**config.mk**
```make
export PLATFORM = sky130hd
export DESIGN_NAME = ethernet_header_classifier
export DESIGN_NICKNAME = d
export VERILOG_FILES = /design/src/rtl/ehc_pkg.sv /design/src/rtl/ehc_capture.sv /design/src/rtl/ehc_classify.sv /design/src/rtl/ethernet_header_classifier.sv
export SDC_FILE = /design/constraint.sdc
export NUM_CORES = 1
export LEC_CHECK = 0
export ABC_AREA = 1
export BUFFER_PORTS_ARGS = -buffer_cell sky130_fd_sc_hd__buf_2
export CAP_MARGIN = 40
export CELL_PAD_IN_SITES_DETAIL_PLACEMENT = 2
export CELL_PAD_IN_SITES_GLOBAL_PLACEMENT = 2
export CORE_MARGIN = 8
export CORE_UTILIZATION = 40
export CTS_CLUSTER_SIZE = 40
export DETAILED_ROUTE_END_ITERATION = 10
export PLACE_DENSITY = 0.94
export SLEW_MARGIN = 10
export SYNTH_ARGS = -nofsm -noshare
export SYNTH_HDL_FRONTEND = slang
export SYNTH_SLANG_ARGS = --single-unit
```
**constraint.sdc**
```tcl
create_clock -name clk -period 13.5 [get_ports clk]
set_input_delay 2.7 -clock clk [delete_from_list [all_inputs] [get_ports clk]]
set_output_delay 2.7 -clock clk [all_outputs]
set_load 0.01 [all_outputs]
```
**src/rtl/ehc_pkg.sv**
```systemverilog
package ehc_pkg;

	localparam int unsigned OFF_W = 6;
	localparam int unsigned CNT_W = OFF_W + 1;
	localparam logic [OFF_W-1:0] OFF_MAX = '1;

	// Ethertypes
	localparam logic [15:0] ETH_ARP  = 16'h0806;
	localparam logic [15:0] ETH_RARP = 16'h8035;
	localparam logic [15:0] ETH_IPV4 = 16'h0800;
	localparam logic [15:0] ETH_PUB  = 16'h0200;

	// IP protocol numbers
	localparam logic [7:0] PROTO_ICMP = 8'd1;
	localparam logic [7:0] PROTO_TCP  = 8'd6;
	localparam logic [7:0] PROTO_UDP  = 8'd17;

	// Byte offsets of the captured fields
	localparam logic [OFF_W-1:0] OFF_SRC_MAC  = 6'd6;
	localparam logic [OFF_W-1:0] OFF_ETYPE    = 6'd12;
	localparam logic [OFF_W-1:0] OFF_L3       = 6'd14;
	localparam logic [OFF_W-1:0] OFF_PROTO    = 6'd23;
	localparam logic [OFF_W-1:0] OFF_IP_SRC   = 6'd26;
	localparam logic [OFF_W-1:0] OFF_IP_DST   = 6'd30;
	localparam logic [OFF_W-1:0] OFF_PORTS    = 6'd34;
	localparam logic [OFF_W-1:0] OFF_ARP_TGT  = 6'd38;
	localparam logic [OFF_W-1:0] OFF_END      = 6'd42;

	// Minimum frame length per class
	localparam logic [CNT_W-1:0] NEED_ETH  = 7'd14;
	localparam logic [CNT_W-1:0] NEED_IPV4 = 7'd24;
	localparam logic [CNT_W-1:0] NEED_ICMP = 7'd34;
	localparam logic [CNT_W-1:0] NEED_L4   = 7'd38;
	localparam logic [CNT_W-1:0] NEED_ARP  = 7'd42;

	typedef enum logic [2:0] {
		CLS_ARP   = 3'd0,
		CLS_RARP  = 3'd1,
		CLS_ICMP  = 3'd2,
		CLS_TCP   = 3'd3,
		CLS_UDP   = 3'd4,
		CLS_IPV4  = 3'd5,
		CLS_PUB   = 3'd6,
		CLS_OTHER = 3'd7
	} pkt_class_t;

	typedef struct packed {
		logic [47:0] dst_mac;
		logic [47:0] src_mac;
		logic [15:0] ethertype;
		logic [7:0]  ip_proto;
		logic [31:0] ipv4_src;
		logic [31:0] ipv4_dst;
		logic [31:0] ports;
		logic [31:0] arp_target;
	} fields_t;

	typedef struct packed {
		logic        too_short;
		logic        port_valid;
		logic [15:0] dst_port;
		logic [15:0] src_port;
		logic        addr_valid;
		logic [31:0] dst_ip;
		logic [31:0] src_ip;
		pkt_class_t  packet_class;
		logic [47:0] src_mac;
		logic [47:0] dst_mac;
	} result_t;

endpackage

```
**src/rtl/ehc_capture.sv**
```systemverilog
module ehc_capture (
	input  logic                   clk,
	input  logic                   arst_n,
	input  logic                   fire,
	input  logic [7:0]             frame_byte,
	input  logic                   last_byte,
	output ehc_pkg::fields_t       fld,
	output logic [ehc_pkg::CNT_W-1:0] count
);
	import ehc_pkg::*;

	logic [OFF_W-1:0] off_q;
	fields_t          fld_q;
	fields_t          fld_nxt;

	// shift the byte into whichever field owns this offset
	always_comb begin
		fld_nxt = fld_q;
		if (off_q < OFF_SRC_MAC) begin
			fld_nxt.dst_mac = {fld_q.dst_mac[39:0], frame_byte};
		end else if (off_q < OFF_ETYPE) begin
			fld_nxt.src_mac = {fld_q.src_mac[39:0], frame_byte};
		end else if (off_q < OFF_L3) begin
			fld_nxt.ethertype = {fld_q.ethertype[7:0], frame_byte};
		end else if (off_q == OFF_PROTO) begin
			fld_nxt.ip_proto = frame_byte;
		end else if (off_q >= OFF_IP_SRC && off_q < OFF_IP_DST) begin
			fld_nxt.ipv4_src = {fld_q.ipv4_src[23:0], frame_byte};
		end else if (off_q >= OFF_IP_DST && off_q < OFF_PORTS) begin
			fld_nxt.ipv4_dst = {fld_q.ipv4_dst[23:0], frame_byte};
		end else if (off_q >= OFF_PORTS && off_q < OFF_ARP_TGT) begin
			fld_nxt.ports = {fld_q.ports[23:0], frame_byte};
		end else if (off_q >= OFF_ARP_TGT && off_q < OFF_END) begin
			fld_nxt.arp_target = {fld_q.arp_target[23:0], frame_byte};
		end
	end

	assign fld   = fld_nxt;
	assign count = {1'b0, off_q} + CNT_W'(1);

	always_ff @(posedge clk or negedge arst_n) begin
		if (!arst_n) begin
			off_q <= '0;
			fld_q <= '0;
		end else if (fire) begin
			if (last_byte) begin
				off_q <= '0;
				fld_q <= '0;
			end else begin
				fld_q <= fld_nxt;
				if (off_q != OFF_MAX) begin
					off_q <= off_q + OFF_W'(1);
				end
			end
		end
	end

	a_clear_after_last: assert property (@(posedge clk) disable iff (!arst_n)
		fire && last_byte |=> off_q == '0 && fld_q == '0)
		else $error("capture state not cleared after last beat");

	a_offset_step: assert property (@(posedge clk) disable iff (!arst_n)
		fire && !last_byte && off_q != OFF_MAX |=> off_q == $past(off_q) + OFF_W'(1))
		else $error("byte offset did not advance");

	a_offset_hold: assert property (@(posedge clk) disable iff (!arst_n)
		!fire |=> $stable(off_q))
		else $error("byte offset moved without a beat");

endmodule

```
**src/rtl/ehc_classify.sv**
```systemverilog
module ehc_classify (
	input  ehc_pkg::fields_t          fld,
	input  logic [ehc_pkg::CNT_W-1:0] count,
	output ehc_pkg::result_t          res
);
	import ehc_pkg::*;

	logic [CNT_W-1:0] need;

	always_comb begin
		res            = '0;
		res.dst_mac    = fld.dst_mac;
		res.src_mac    = fld.src_mac;
		res.packet_class = CLS_OTHER;
		need           = NEED_ETH;
		case (fld.ethertype)
			ETH_ARP: begin
				res.packet_class = CLS_ARP;
				need           = NEED_ARP;
				res.addr_valid = 1'b1;
				// ARP sender address sits at bytes 28-31, across the two IPv4 words
				res.src_ip     = {fld.ipv4_src[15:0], fld.ipv4_dst[31:16]};
				res.dst_ip     = fld.arp_target;
			end
			ETH_RARP: res.packet_class = CLS_RARP;
			ETH_PUB:  res.packet_class = CLS_PUB;
			ETH_IPV4: begin
				need = NEED_IPV4;
				res.packet_class = CLS_IPV4;
				if (fld.ip_proto == PROTO_ICMP) begin
					res.packet_class = CLS_ICMP;
					need           = NEED_ICMP;
					res.addr_valid = 1'b1;
				end else if (fld.ip_proto == PROTO_TCP || fld.ip_proto == PROTO_UDP) begin
					res.packet_class = (fld.ip_proto == PROTO_TCP) ? CLS_TCP : CLS_UDP;
					need           = NEED_L4;
					res.addr_valid = 1'b1;
					res.port_valid = 1'b1;
					res.src_port   = fld.ports[31:16];
					res.dst_port   = fld.ports[15:0];
				end
				if (res.addr_valid) begin
					res.src_ip = fld.ipv4_src;
					res.dst_ip = fld.ipv4_dst;
				end
			end
			default: res.packet_class = CLS_OTHER;
		endcase
		res.too_short = (count < need);
	end

endmodule

```
**src/rtl/ethernet_header_classifier.sv**
```systemverilog
// Path: a frame's last beat passes the input register, then the result register, then shows on m_*.
// Throughput: one byte beat per cycle; s_tready drops only while a finished result
//   waits in the output register and the beat in the input register is a last beat.
// Reset (arst_n low, asynchronous): input and output registers empty, byte offset and
//   every captured header field cleared to zero.
module ethernet_header_classifier (
	input  logic         clk,
	input  logic         arst_n,
	// input byte stream
	input  logic         s_tvalid,
	output logic         s_tready,
	input  logic [7:0]   s_tdata,  // [7:0] frame_byte
	input  logic         s_tlast,  // last_byte
	// classification result, one beat per frame
	output logic         m_tvalid,
	input  logic         m_tready,
	output logic [199:0] m_tdata,  // [47:0] dst_mac, [95:48] src_mac, [127:96] src_ip,
	                               // [159:128] dst_ip, [160] addr_valid, [176:161] src_port,
	                               // [192:177] dst_port, [193] port_valid, [194] too_short,
	                               // [199:195] zero
	output logic [2:0]   m_tuser   // [2:0] packet_class
);
	import ehc_pkg::*;

	// input register
	logic             valid_s1;
	logic [7:0]       byte_s1;
	logic             last_s1;

	// result register
	logic             res_valid_q;
	result_t          res_q;

	logic             adv;       // beat in the input register moves on this cycle
	logic             fire;
	fields_t          fld;
	logic [CNT_W-1:0] count;
	result_t          res;

	// Only a last beat produces a result, so only a last beat can be held up
	// by a full result register that the sink is not draining.
	assign adv      = !(last_s1 && res_valid_q && !m_tready);
	assign fire     = valid_s1 && adv;
	assign s_tready = !valid_s1 || adv;

	always_ff @(posedge clk or negedge arst_n) begin
		if (!arst_n) begin
			valid_s1 <= 1'b0;
		end else if (s_tready) begin
			valid_s1 <= s_tvalid;
		end
	end

	always_ff @(posedge clk) begin
		if (s_tready && s_tvalid) begin
			byte_s1 <= s_tdata;
			last_s1 <= s_tlast;
		end
	end

	// field capture and byte offset; hands back fields with the current byte merged
	ehc_capture u_capture (
		.clk        (clk),
		.arst_n     (arst_n),
		.fire       (fire),
		.frame_byte (byte_s1),
		.last_byte  (last_s1),
		.fld        (fld),
		.count      (count)
	);

	// class decode, field selection and length check
	ehc_classify u_classify (
		.fld   (fld),
		.count (count),
		.res   (res)
	);

	always_ff @(posedge clk or negedge arst_n) begin
		if (!arst_n) begin
			res_valid_q <= 1'b0;
		end else if (fire && last_s1) begin
			res_valid_q <= 1'b1;
		end else if (m_tready) begin
			res_valid_q <= 1'b0;
		end
	end

	always_ff @(posedge clk) begin
		if (fire && last_s1) begin
			res_q <= res;
		end
	end

	assign m_tvalid = res_valid_q;
	assign m_tuser  = res_q.packet_class;
	assign m_tdata  = {5'b0, res_q.too_short, res_q.port_valid, res_q.dst_port,
		res_q.src_port, res_q.addr_valid, res_q.dst_ip, res_q.src_ip,
		res_q.src_mac, res_q.dst_mac};

	a_port_implies_addr: assert property (@(posedge clk) disable iff (!arst_n)
		res_valid_q && res_q.port_valid |-> res_q.addr_valid)
		else $error("port_valid without addr_valid");

	a_addr_zero: assert property (@(posedge clk) disable iff (!arst_n)
		res_valid_q && !res_q.addr_valid |-> res_q.src_ip == '0 && res_q.dst_ip == '0)
		else $error("addresses not zero when invalid");

	a_ports_zero: assert property (@(posedge clk) disable iff (!arst_n)
		res_valid_q && !res_q.port_valid |-> res_q.src_port == '0 && res_q.dst_port == '0)
		else $error("ports not zero when invalid");

	a_result_held: assert property (@(posedge clk) disable iff (!arst_n)
		res_valid_q && !m_tready |=> res_valid_q && $stable(res_q))
		else $error("pending result overwritten");

endmodule

```
==> impl_results.html, run 1 <==
<table>
<tr><th>Metric</th><th>Value</th></tr>
<tr><th colspan="2">Setup path</th></tr>
<tr><td>Critical Path Fanout Max</td><td>3</td></tr>
<tr><td>Critical path cell sequence</td><td>buf_2 &gt; inv_1 &gt; nand4_1 &gt; buf_2</td></tr>
<tr><td>Most numerous cell on the critical path</td><td>sky130_fd_sc_hd__buf_2</td></tr>
<tr><td>Crit-path max cell delay</td><td>0.30 ns</td></tr>
<tr><td>Worst path required time</td><td>10.80 ns</td></tr>
<tr><td>Kind of critical path</td><td>in -&gt; out</td></tr>
<tr><td>CP arrival</td><td>3.51 ns</td></tr>
<tr><td>Endpoint type of the worst setup path</td><td>primary output</td></tr>
<tr><td>CP max stage cell</td><td>sky130_fd_sc_hd__nand4_1</td></tr>
<tr><td>Kind of start point of the critical path</td><td>primary input</td></tr>
<tr><th colspan="2">Floorplan</th></tr>
<tr><td>DIE WIDTH</td><td>240 um</td></tr>
<tr><td>Core Box Area</td><td>0.0498 mm2</td></tr>
<tr><td>Number of placement rows</td><td>82</td></tr>
<tr><td>Initial Util</td><td>40.2%</td></tr>
<tr><td>Die outline height</td><td>240 um</td></tr>
<tr><td>Number of placed I/O pins</td><td>218</td></tr>
<tr><td>Full die area</td><td>0.0574 mm2</td></tr>
<tr><th colspan="2">Clocking</th></tr>
<tr><td>Hold bufs inserted after CTS</td><td>0</td></tr>
<tr><td>Number of buffers inserted by post-CTS setup repair</td><td>0</td></tr>
<tr><td>CTS clock-pin slew for the worst setup and hold paths</td><td>0.06 ns</td></tr>
<tr><td># clock sinks</td><td>463</td></tr>
<tr><td>Maximum buffer depth of the clock tree</td><td>3</td></tr>
<tr><td>Maximum level of the CTS H-tree</td><td>2</td></tr>
<tr><td>CTS resizes</td><td>0</td></tr>
<tr><td>Clock buffers created by TritonCTS</td><td>51</td></tr>
<tr><td>Clock tree from TritonCTS</td><td>done</td></tr>
<tr><td>Clock latency reported for the late side of the worst-skew pair</td><td>0.62 ns</td></tr>
<tr><td>Clock Tree Root</td><td>sky130_fd_sc_hd__clkbuf_16</td></tr>
<tr><th colspan="2">Finish</th></tr>
<tr><td>Final design instance area without fill</td><td>0.0234 mm2</td></tr>
<tr><td>Filler Cell Count</td><td>5168</td></tr>
<tr><td>NumNets Final</td><td>2223</td></tr>
<tr><td>Area Overhead vs Synth</td><td>17.0%</td></tr>
<tr><td>Area occupied by multi-input gates</td><td>0.00543 mm2</td></tr>
<tr><td>Layout cells sized above 1</td><td>15.8%</td></tr>
<tr><td>FF+latch area</td><td>0.0126 mm2</td></tr>
<tr><th colspan="2">Timing</th></tr>
<tr><td>Highest attainable clock frequency</td><td>0.161 GHz</td></tr>
<tr><td>Tightest Pin Transition</td><td>0.925 ns</td></tr>
<tr><td>Headroom to the max-slew limit</td><td>38.3%</td></tr>
<tr><td>Final worst path period share</td><td>46.0%</td></tr>
<tr><td>Number of endpoints with negative hold slack in the final report</td><td>0</td></tr>
<tr><td># setup viols final</td><td>0</td></tr>
<tr><td>Max-slew violations</td><td>0</td></tr>
<tr><td>Setup Total Neg Slack</td><td>0 ns</td></tr>
<tr><td>Clock Skew</td><td>0.0480 ns</td></tr>
<tr><td>Final worst slack</td><td>7.29 ns</td></tr>
<tr><td>Minimum clock period</td><td>6.21 ns</td></tr>
<tr><td>Unrepaired setup endpoints after global routing</td><td>no</td></tr>
<tr><th colspan="2">Logic synthesis</th></tr>
<tr><td>Number of warnings issued by yosys</td><td>0</td></tr>
<tr><td>Fraction of registers with async set/reset</td><td>55.3%</td></tr>
<tr><td>Most numerous cell types in the synthesized netlist</td><td>sky130_fd_sc_hd__inv_1, sky130_fd_sc_hd__nand2_1, sky130_fd_sc_hd__o21ai_0</td></tr>
<tr><td>Register bit count reported by yosys</td><td>463</td></tr>
<tr><td>Syn Inst Count</td><td>2040</td></tr>
<tr><td>Leading cell type by number of instances after synthesis</td><td>sky130_fd_sc_hd__inv_1</td></tr>
<tr><td>Register area share after synthesis</td><td>63.1%</td></tr>
<tr><td>Area of the mapped netlist</td><td>0.0200 mm2</td></tr>
<tr><td>Mean Syn Cell Area</td><td>9.81 um2</td></tr>
<tr><td>Dominant register cell in the synthesized netlist</td><td>sky130_fd_sc_hd__dfrtp_1</td></tr>
<tr><td>Synth cell types</td><td>39</td></tr>
<tr><td>Cell type with the largest total area after synthesis</td><td>sky130_fd_sc_hd__dfrtp_1</td></tr>
<tr><td>Top cell type's share of synthesized area</td><td>32.0%</td></tr>
<tr><td>Post-synth EDFFs</td><td>207</td></tr>
<tr><td>Largest cells by area after synthesis</td><td>sky130_fd_sc_hd__dfrtp_1, sky130_fd_sc_hd__edfxtp_1, sky130_fd_sc_hd__o22ai_1, sky130_fd_sc_hd__inv_1, sky130_fd_sc_hd__nand2_1</td></tr>
<tr><th colspan="2">Power and ir drop</th></tr>
<tr><td>Leakage power</td><td>11.4 nW</td></tr>
<tr><td>Overall power</td><td>3.33 mW</td></tr>
<tr><td>VDD IR-drop max</td><td>0.0000961 V</td></tr>
<tr><td>Power density normalized to cell area</td><td>142 mW/mm2</td></tr>
<tr><th colspan="2">Global route</th></tr>
<tr><td>Global-route wire length before repair</td><td>124000 um</td></tr>
<tr><td>Maximum number of pins on one net before global-route repair</td><td>152</td></tr>
<tr><td>Number of antenna violations at the first check in global routing</td><td>3</td></tr>
<tr><td>Number of global-route vias before repair</td><td>18800</td></tr>
<tr><td>Global-route total usage across every layer</td><td>28.5%</td></tr>
<tr><td>Remaining global-route overflow</td><td>0</td></tr>
<tr><th colspan="2">Routing</th></tr>
<tr><td>Vias after detailed routing</td><td>16700</td></tr>
<tr><td>DR DRC count</td><td>0</td></tr>
<tr><td>Pre-Repair DR Iteration Count</td><td>5</td></tr>
<tr><td>Wirelength per Cell</td><td>28.4 um</td></tr>
<tr><td>Starting DRT DRC Count</td><td>1368</td></tr>
<tr><td>Number of routed nets with antenna violations</td><td>0</td></tr>
<tr><td>Drt via density</td><td>5.72</td></tr>
<tr><td>Total length of routed wires</td><td>82800 um</td></tr>
<tr><th colspan="2">Min path</th></tr>
<tr><td>Worst min-delay path class</td><td>reg -&gt; reg</td></tr>
<tr><th colspan="2">Placement</th></tr>
<tr><td>Worst slack at placement</td><td>7.33 ns</td></tr>
<tr><td>Port Buffers</td><td>212</td></tr>
<tr><td>Post-Place Cell Area</td><td>0.0217 mm2</td></tr>
<tr><td>Half-perimeter wire length of the detailed placement result</td><td>47900 um</td></tr>
<tr><td>GPL Wtd Cong</td><td>0.809</td></tr>
<tr><th colspan="2">Flow run</th></tr>
<tr><td>Reported max-cap violation count</td><td>0</td></tr>
<tr><th colspan="2">Outcome</th></tr>
<tr><td>Status</td><td>finished, final reports clean</td></tr>
</table>
[layer usage]
layer	GRT usage [%]	vias up	share of wire, %
met2	51.9	628	53
met1	33.0	8749	38
met4	11.4	2	4.2
met3	4.61	192	5.1
li1	-	7134	-
met5	0	-	0.016
[state kept, by name, summed over array words and instances (netlist names)]
| signal | flops |
|---|---|
| byte_s1 | 8 |
| last_s1 | 1 |
| m_tdata | 195 |
| m_tuser | 3 |
| m_tvalid | 1 |
| u_capture.fld_q | 248 |
| u_capture.off_q | 6 |
| valid_s1 | 1 |
[kinds of logic after synthesis]
group,after synthesis,synth area share [%]
AO/OA/AOI/OAI,559,16.4
XOR/XNOR,3,0.131
adder cells (fa/ha/maj),5,0.313
buffers and inverters,515,10.1
flip-flops,463,63.1
other,1,0.0187
AND/OR/NAND/NOR,494,10.0
[per-stage QoR]
stage / hold slack (ns) / util, % / instances
after floorplan: 0.453 / - / 2044
after global placement: 0.482 / 43.3 / 2817
after detailed placement: 0.542 / 43.7 / 2824
after CTS: 0.556 / 47.1 / 2919
after global routing: 0.569 / 47.1 / 2920
final: 0.552 / 47.1 / 2920
[final timing paths]
path | to | from | cells past startpoint | slack (ns)
max | s_tready | m_tready | 4 | 7.29
min | u_capture.fld_q[125] | u_capture.fld_q[125] | 2 | 0.55
max reg2reg | m_tdata[194] | u_capture.off_q[5] | 16 | 8.66
min reg2reg | u_capture.fld_q[125] | u_capture.fld_q[125] | 2 | 0.55
max in group asynchronous | u_capture.fld_q[131] | arst_n | 2 | 9.82
min in group asynchronous | u_capture.fld_q[184] | arst_n | 1 | 2.14
[cell usage in the layout (no fill, tap or decap), types with 4 or more instances in the layout]
cell type / n
sky130_fd_sc_hd__buf_16: 6
sky130_fd_sc_hd__nor2_1: 82
sky130_fd_sc_hd__nand4_1: 16
sky130_fd_sc_hd__nand2_1: 358
sky130_fd_sc_hd__o21ai_0: 266
sky130_fd_sc_hd__buf_4: 14
sky130_fd_sc_hd__o21ai_1: 4
sky130_fd_sc_hd__nand3_1: 18
sky130_fd_sc_hd__a21oi_1: 5
sky130_fd_sc_hd__clkbuf_16: 54
sky130_fd_sc_hd__o21bai_2: 20
sky130_fd_sc_hd__o21bai_1: 12
sky130_fd_sc_hd__nor2_2: 4
sky130_fd_sc_hd__conb_1: 5
sky130_fd_sc_hd__bufinv_16: 4
sky130_fd_sc_hd__buf_2: 211
sky130_fd_sc_hd__o22ai_1: 244
sky130_fd_sc_hd__inv_2: 6
sky130_fd_sc_hd__inv_1: 380
sky130_fd_sc_hd__ha_1: 5
sky130_fd_sc_hd__clkbuf_1: 9
sky130_fd_sc_hd__dfrtp_1: 256
sky130_fd_sc_hd__clkinv_1: 9
sky130_fd_sc_hd__edfxtp_1: 207
sky130_fd_sc_hd__clkinv_2: 14
[report_power, final]
part	total (mW)	switching [mW]	leakage [nW]	internal (mW)
Clock	1.45	0.637	0.826	0.818
Sequential	1.59	0.0446	5.54	1.54
Combinational	0.286	0.218	5.04	0.0685
Total	3.33	0.899	11.4	2.43
[critical path: cells and delay by family]
kind / cells / cell delay, ns
AND/OR/NAND/NOR: 1 / 0.30
buffers and inverters: 3 / 0.52
[final cells by class]
| type | instances | area share (%) |
|---|---|---|
| Antenna cell | 1 | 0.0107 |
| Timing Repair Buffer | 234 | 5.90 |
| Sequential cell | 463 | 53.9 |
| Multi-Input combinational cell | 1066 | 23.2 |
| Clock buffer | 65 | 6.03 |
| Inverter | 389 | 6.29 |
| Clock inverter | 30 | 1.11 |
| Tap cell | 672 | 3.59 |
(Power assumes the default switching activity.)
==> run 2, diff against run 1 <==
- ABC_AREA: 1 -> 0
- CORE_UTILIZATION: 40 -> 37
- PLACE_DENSITY: 0.94 -> 0.86
- clock period: 13.5 -> 5.18 ns (I/O delays scaled with it)
==> run 2 against run 1 <==
Effect of this change:
- critical path depth increased by 5
- first-iteration DRC count down 39%
- sequential power rose to 2.6 times the previous value
- largest power group unchanged
- global-route usage shrank 7.5 points
==> impl_results.html, run 2 <==
<table>
<tr><th>Metric</th><th>Value</th></tr>
<tr><th colspan="2">Logic synthesis</th></tr>
<tr><td>Cell type with the largest total area after synthesis</td><td>sky130_fd_sc_hd__dfrtp_1</td></tr>
<tr><td>Post-synth EDFFs</td><td>207 (unchanged)</td></tr>
<tr><td>Area of the mapped netlist</td><td>0.0197 mm2 (-1.8%)</td></tr>
<tr><td>Dominant register cell in the synthesized netlist</td><td>sky130_fd_sc_hd__dfrtp_1</td></tr>
<tr><td>Register area share after synthesis</td><td>64.2% (+1.2 points)</td></tr>
<tr><td>Most numerous cell types in the synthesized netlist</td><td>sky130_fd_sc_hd__dfrtp_1, sky130_fd_sc_hd__edfxtp_1, sky130_fd_sc_hd__a22o_1</td></tr>
<tr><td>Number of warnings issued by yosys</td><td>0 (unchanged)</td></tr>
<tr><td>Top cell type's share of synthesized area</td><td>32.6% (+0.59 points)</td></tr>
<tr><td>Leading cell type by number of instances after synthesis</td><td>sky130_fd_sc_hd__dfrtp_1</td></tr>
<tr><td>Mean Syn Cell Area</td><td>13.6 um2 (+39%)</td></tr>
<tr><td>Register bit count reported by yosys</td><td>463 (unchanged)</td></tr>
<tr><td>Largest cells by area after synthesis</td><td>sky130_fd_sc_hd__dfrtp_1, sky130_fd_sc_hd__edfxtp_1, sky130_fd_sc_hd__a22o_1, sky130_fd_sc_hd__mux2_2, sky130_fd_sc_hd__mux2i_1</td></tr>
<tr><td>Syn Inst Count</td><td>1442 (-29%)</td></tr>
<tr><td>Synth cell types</td><td>60 (+54%)</td></tr>
<tr><td>Fraction of registers with async set/reset</td><td>55.3% (unchanged)</td></tr>
<tr><th colspan="2">Placement</th></tr>
<tr><td>GPL Wtd Cong</td><td>0.815 (+0.73%)</td></tr>
<tr><td>Worst slack at placement</td><td>1.55 ns (-5.78 ns)</td></tr>
<tr><td>Half-perimeter wire length of the detailed placement result</td><td>41900 um (-12%)</td></tr>
<tr><td>Port Buffers</td><td>212 (unchanged)</td></tr>
<tr><td>DP Cell Count</td><td>2260 (-20%)</td></tr>
<tr><th colspan="2">Routing</th></tr>
<tr><td>Drt via density</td><td>5.78 (+0.99%)</td></tr>
<tr><td>Vias after detailed routing</td><td>13600 (-19%)</td></tr>
<tr><td>Number of routed nets with antenna violations</td><td>0 (unchanged)</td></tr>
<tr><td>Wirelength per Cell</td><td>27.4 um (-3.3%)</td></tr>
<tr><td>Pre-Repair DR Iteration Count</td><td>5 (unchanged)</td></tr>
<tr><td>Total length of routed wires</td><td>64600 um (-22%)</td></tr>
<tr><td>Starting DRT DRC Count</td><td>839 (-39%)</td></tr>
<tr><td>DR DRC count</td><td>0 (unchanged)</td></tr>
<tr><th colspan="2">Setup path</th></tr>
<tr><td>CP arrival</td><td>3.98 ns (+0.47 ns)</td></tr>
<tr><td>Setup slack of the worst register-to-register path</td><td>1.55 ns (-7.11 ns)</td></tr>
<tr><td>Start point of the critical path</td><td>u_capture.off_q[4]</td></tr>
<tr><td>Capture point of the worst path</td><td>m_tdata[194]</td></tr>
<tr><td>Critical Path Fanout Max</td><td>66 (+63)</td></tr>
<tr><td>Kind of start point of the critical path</td><td>flop</td></tr>
<tr><td>Endpoint type of the worst setup path</td><td>flop</td></tr>
<tr><td>R2r endpoint</td><td>m_tdata[194]</td></tr>
<tr><td>Kind of critical path</td><td>reg -&gt; reg</td></tr>
<tr><td>Worst path required time</td><td>5.54 ns (-5.26 ns)</td></tr>
<tr><td>Reg2reg path depth</td><td>9 (-7)</td></tr>
<tr><td>R2R Path Start</td><td>u_capture.off_q[4]</td></tr>
<tr><th colspan="2">Finish</th></tr>
<tr><td>Most frequent standard cell in the layout excluding fill and tap cells</td><td>sky130_fd_sc_hd__dfrtp_1</td></tr>
<tr><td>FF+latch area</td><td>0.0126 mm2 (unchanged)</td></tr>
<tr><td>Layout cells sized above 1</td><td>27.6% (+12 points)</td></tr>
<tr><td>Cell Count, Final, Fillers Out</td><td>2355 (-19%)</td></tr>
<tr><td>Flip-flop count of the largest register after layout</td><td>248 (unchanged)</td></tr>
<tr><td>Area occupied by multi-input gates</td><td>0.00656 mm2 (+21%)</td></tr>
<tr><td>Area Overhead vs Synth</td><td>17.5%</td></tr>
<tr><td>NumNets Final</td><td>1642 (-26%)</td></tr>
<tr><td>Register name with the most flops</td><td>u_capture.fld_q</td></tr>
<tr><td>Most frequent cells in the layout</td><td>sky130_fd_sc_hd__dfrtp_1, sky130_fd_sc_hd__buf_2, sky130_fd_sc_hd__edfxtp_1</td></tr>
<tr><td>Filler Cell Count</td><td>5217 (+0.95%)</td></tr>
<tr><th colspan="2">Timing</th></tr>
<tr><td>Minimum clock period</td><td>3.63 ns</td></tr>
<tr><td>Setup Total Neg Slack</td><td>0 ns (unchanged)</td></tr>
<tr><td>Final worst slack</td><td>1.55 ns (-5.73 ns)</td></tr>
<tr><td>Max-slew violations</td><td>0 (unchanged)</td></tr>
<tr><td># setup viols final</td><td>0 (unchanged)</td></tr>
<tr><td>Clock Skew</td><td>0.0241 ns (-0.0239 ns)</td></tr>
<tr><td>Unrepaired setup endpoints after global routing</td><td>no</td></tr>
<tr><td>Headroom to the max-slew limit</td><td>37.5% (-0.80 points)</td></tr>
<tr><td>Worst-case hold slack</td><td>0.421 ns (-0.131 ns)</td></tr>
<tr><td>Tightest Pin Transition</td><td>0.935 ns (+0.00972 ns)</td></tr>
<tr><td>Number of endpoints with negative hold slack in the final report</td><td>0 (unchanged)</td></tr>
<tr><td>Final worst path period share</td><td>70.0%</td></tr>
<tr><td>Highest attainable clock frequency</td><td>0.276 GHz</td></tr>
<tr><th colspan="2">Power and ir drop</th></tr>
<tr><td>Overall power</td><td>8.19 mW (+150%)</td></tr>
<tr><td>VDD IR-drop max</td><td>0.000238 V (+150%)</td></tr>
<tr><td>Leakage power</td><td>9.82 nW (-14%)</td></tr>
<tr><td>Power density normalized to cell area</td><td>355 mW/mm2 (+150%)</td></tr>
<tr><th colspan="2">Clocking</th></tr>
<tr><td>CTS clock-pin slew for the worst setup and hold paths</td><td>0.07 ns (about the same)</td></tr>
<tr><td>Clock latency reported for the late side of the worst-skew pair</td><td>0.60 ns (-0.02 ns)</td></tr>
<tr><td>Clock buffers created by TritonCTS</td><td>50 (-2.0%)</td></tr>
<tr><td># clock sinks</td><td>463 (unchanged)</td></tr>
<tr><td>Clock tree from TritonCTS</td><td>done</td></tr>
<tr><td>Clock Tree Root</td><td>sky130_fd_sc_hd__clkbuf_16</td></tr>
<tr><td>Number of buffers inserted by post-CTS setup repair</td><td>0 (unchanged)</td></tr>
<tr><td>Maximum level of the CTS H-tree</td><td>2 (unchanged)</td></tr>
<tr><td>CTS resizes</td><td>0 (unchanged)</td></tr>
<tr><td>Hold bufs inserted after CTS</td><td>0 (unchanged)</td></tr>
<tr><td>Maximum buffer depth of the clock tree</td><td>3 (unchanged)</td></tr>
<tr><th colspan="2">Min path</th></tr>
<tr><td>Worst min-delay path class</td><td>in -&gt; async</td></tr>
<tr><th colspan="2">Global route</th></tr>
<tr><td>Number of global-route vias before repair</td><td>15200 (-19%)</td></tr>
<tr><td>Global-route total usage across every layer</td><td>20.9% (-7.5 points)</td></tr>
<tr><td>Global-route wire length before repair</td><td>99200 um (-20%)</td></tr>
<tr><td>Remaining global-route overflow</td><td>0 (unchanged)</td></tr>
<tr><td>Maximum number of pins on one net before global-route repair</td><td>95 (-38%)</td></tr>
<tr><td>Number of antenna violations at the first check in global routing</td><td>6 (+3)</td></tr>
<tr><th colspan="2">Floorplan</th></tr>
<tr><td>Core Box Area</td><td>0.0526 mm2 (+5.6%)</td></tr>
<tr><td>Number of placement rows</td><td>84 (+2.4%)</td></tr>
<tr><td>Full die area</td><td>0.0607 mm2 (+5.7%)</td></tr>
<tr><td>Die outline height</td><td>246 um (+2.8%)</td></tr>
<tr><td>Initial Util</td><td>37.4% (-2.8 points)</td></tr>
<tr><td>Number of placed I/O pins</td><td>218 (unchanged)</td></tr>
<tr><td>DIE WIDTH</td><td>246 um (+2.8%)</td></tr>
<tr><th colspan="2">Outcome</th></tr>
<tr><td>Status</td><td>finished, final reports clean</td></tr>
<tr><th colspan="2">Flow run</th></tr>
<tr><td>Reported max-cap violation count</td><td>0 (unchanged)</td></tr>
</table>
## run 2: cell count changes in the layout (fill, tap and decap cells not counted), sizes merged, moves of 14 or more
cell	before	now
nor2	89	17
a21oi	6	41
nand4	16	1
mux2	0	97
o21bai	32	1
buf	234	249
o22ai	244	65
a22oi	0	27
o21ai	271	66
inv	389	8
mux2i	0	95
a22o	1	194
nand2	360	136
nand3	20	6
## run 2: metrics by stage
stage,cell area (um2),utilization (%)
6_report,23100,43.9
3_5_place_dp,21500,40.9
3_3_place_gp,21400,40.7
2_1_floorplan,19700,-
5_1_grt,23100,43.9
4_1_cts,23100,43.9
## run 2: where the power goes
group | internal, mW | total, mW | switching [mW]
logic | 0.182 | 0.552 | 0.370
clock network | 2.01 | 3.54 | 1.53
registers | 3.99 | 4.10 | 0.116
## run 2: cell type report
cell class              count  area share [%]
diodes                      2          0.0217
inverters                   6          0.0975
repair buffers            249            6.19
flip-flops and latches    463            54.7
clock inverters            26           0.954
multi-input cells         854            28.4
well taps                 688            3.73
clock buffers              67            5.96
## run 2: kinds of logic (layout without fill, tap and decap cells)
group,count (synthesis),in the layout,synth area share (%)
compound gates,417,417,16.3
mux,192,192,10.4
buf+inv,129,348,2.87
fa+ha+maj,5,5,0.318
xor+xnor,7,7,0.312
simple gates,228,228,5.59
other cells,1,7,0.0191
flops,463,463,64.2
## run 2: worst min path at each step
stage	depth (start not counted)	start	slack, ns	to
3_3_place_gp	2	u_capture.fld_q[90]	0.46	u_capture.fld_q[90]
4_1_cts	1	arst_n	0.45	u_capture.fld_q[168]
2_1_floorplan	2	u_capture.fld_q[88]	0.45	u_capture.fld_q[88]
6_report	1	arst_n	0.42	u_capture.fld_q[168]
5_1_grt	1	arst_n	0.45	u_capture.fld_q[168]
3_5_place_dp	1	u_capture.fld_q[60]	0.48	u_capture.fld_q[60]
## run 2: critical path: stages, from the launching register on
cell                        delay (ns)
sky130_fd_sc_hd__dfrtp_1          0.61
sky130_fd_sc_hd__nor2b_1          0.37
sky130_fd_sc_hd__nor3b_2          0.56
sky130_fd_sc_hd__mux2_2           0.29
sky130_fd_sc_hd__nand2b_2         0.14
sky130_fd_sc_hd__buf_4            0.65
sky130_fd_sc_hd__inv_1            0.11
sky130_fd_sc_hd__ha_1             0.32
sky130_fd_sc_hd__o2111ai_1        0.12
sky130_fd_sc_hd__o211a_1          0.23
## run 2: layer usage
metal / GRT usage, % / vias to the layer above / share of wire, %
met5: 0 / - / 0.11
met4: 6.32 / 10 / 2.9
met3: 4.97 / 109 / 5.8
met2: 35.9 / 386 / 50
met1: 26.0 / 7235 / 41
li1: - / 5866 / -
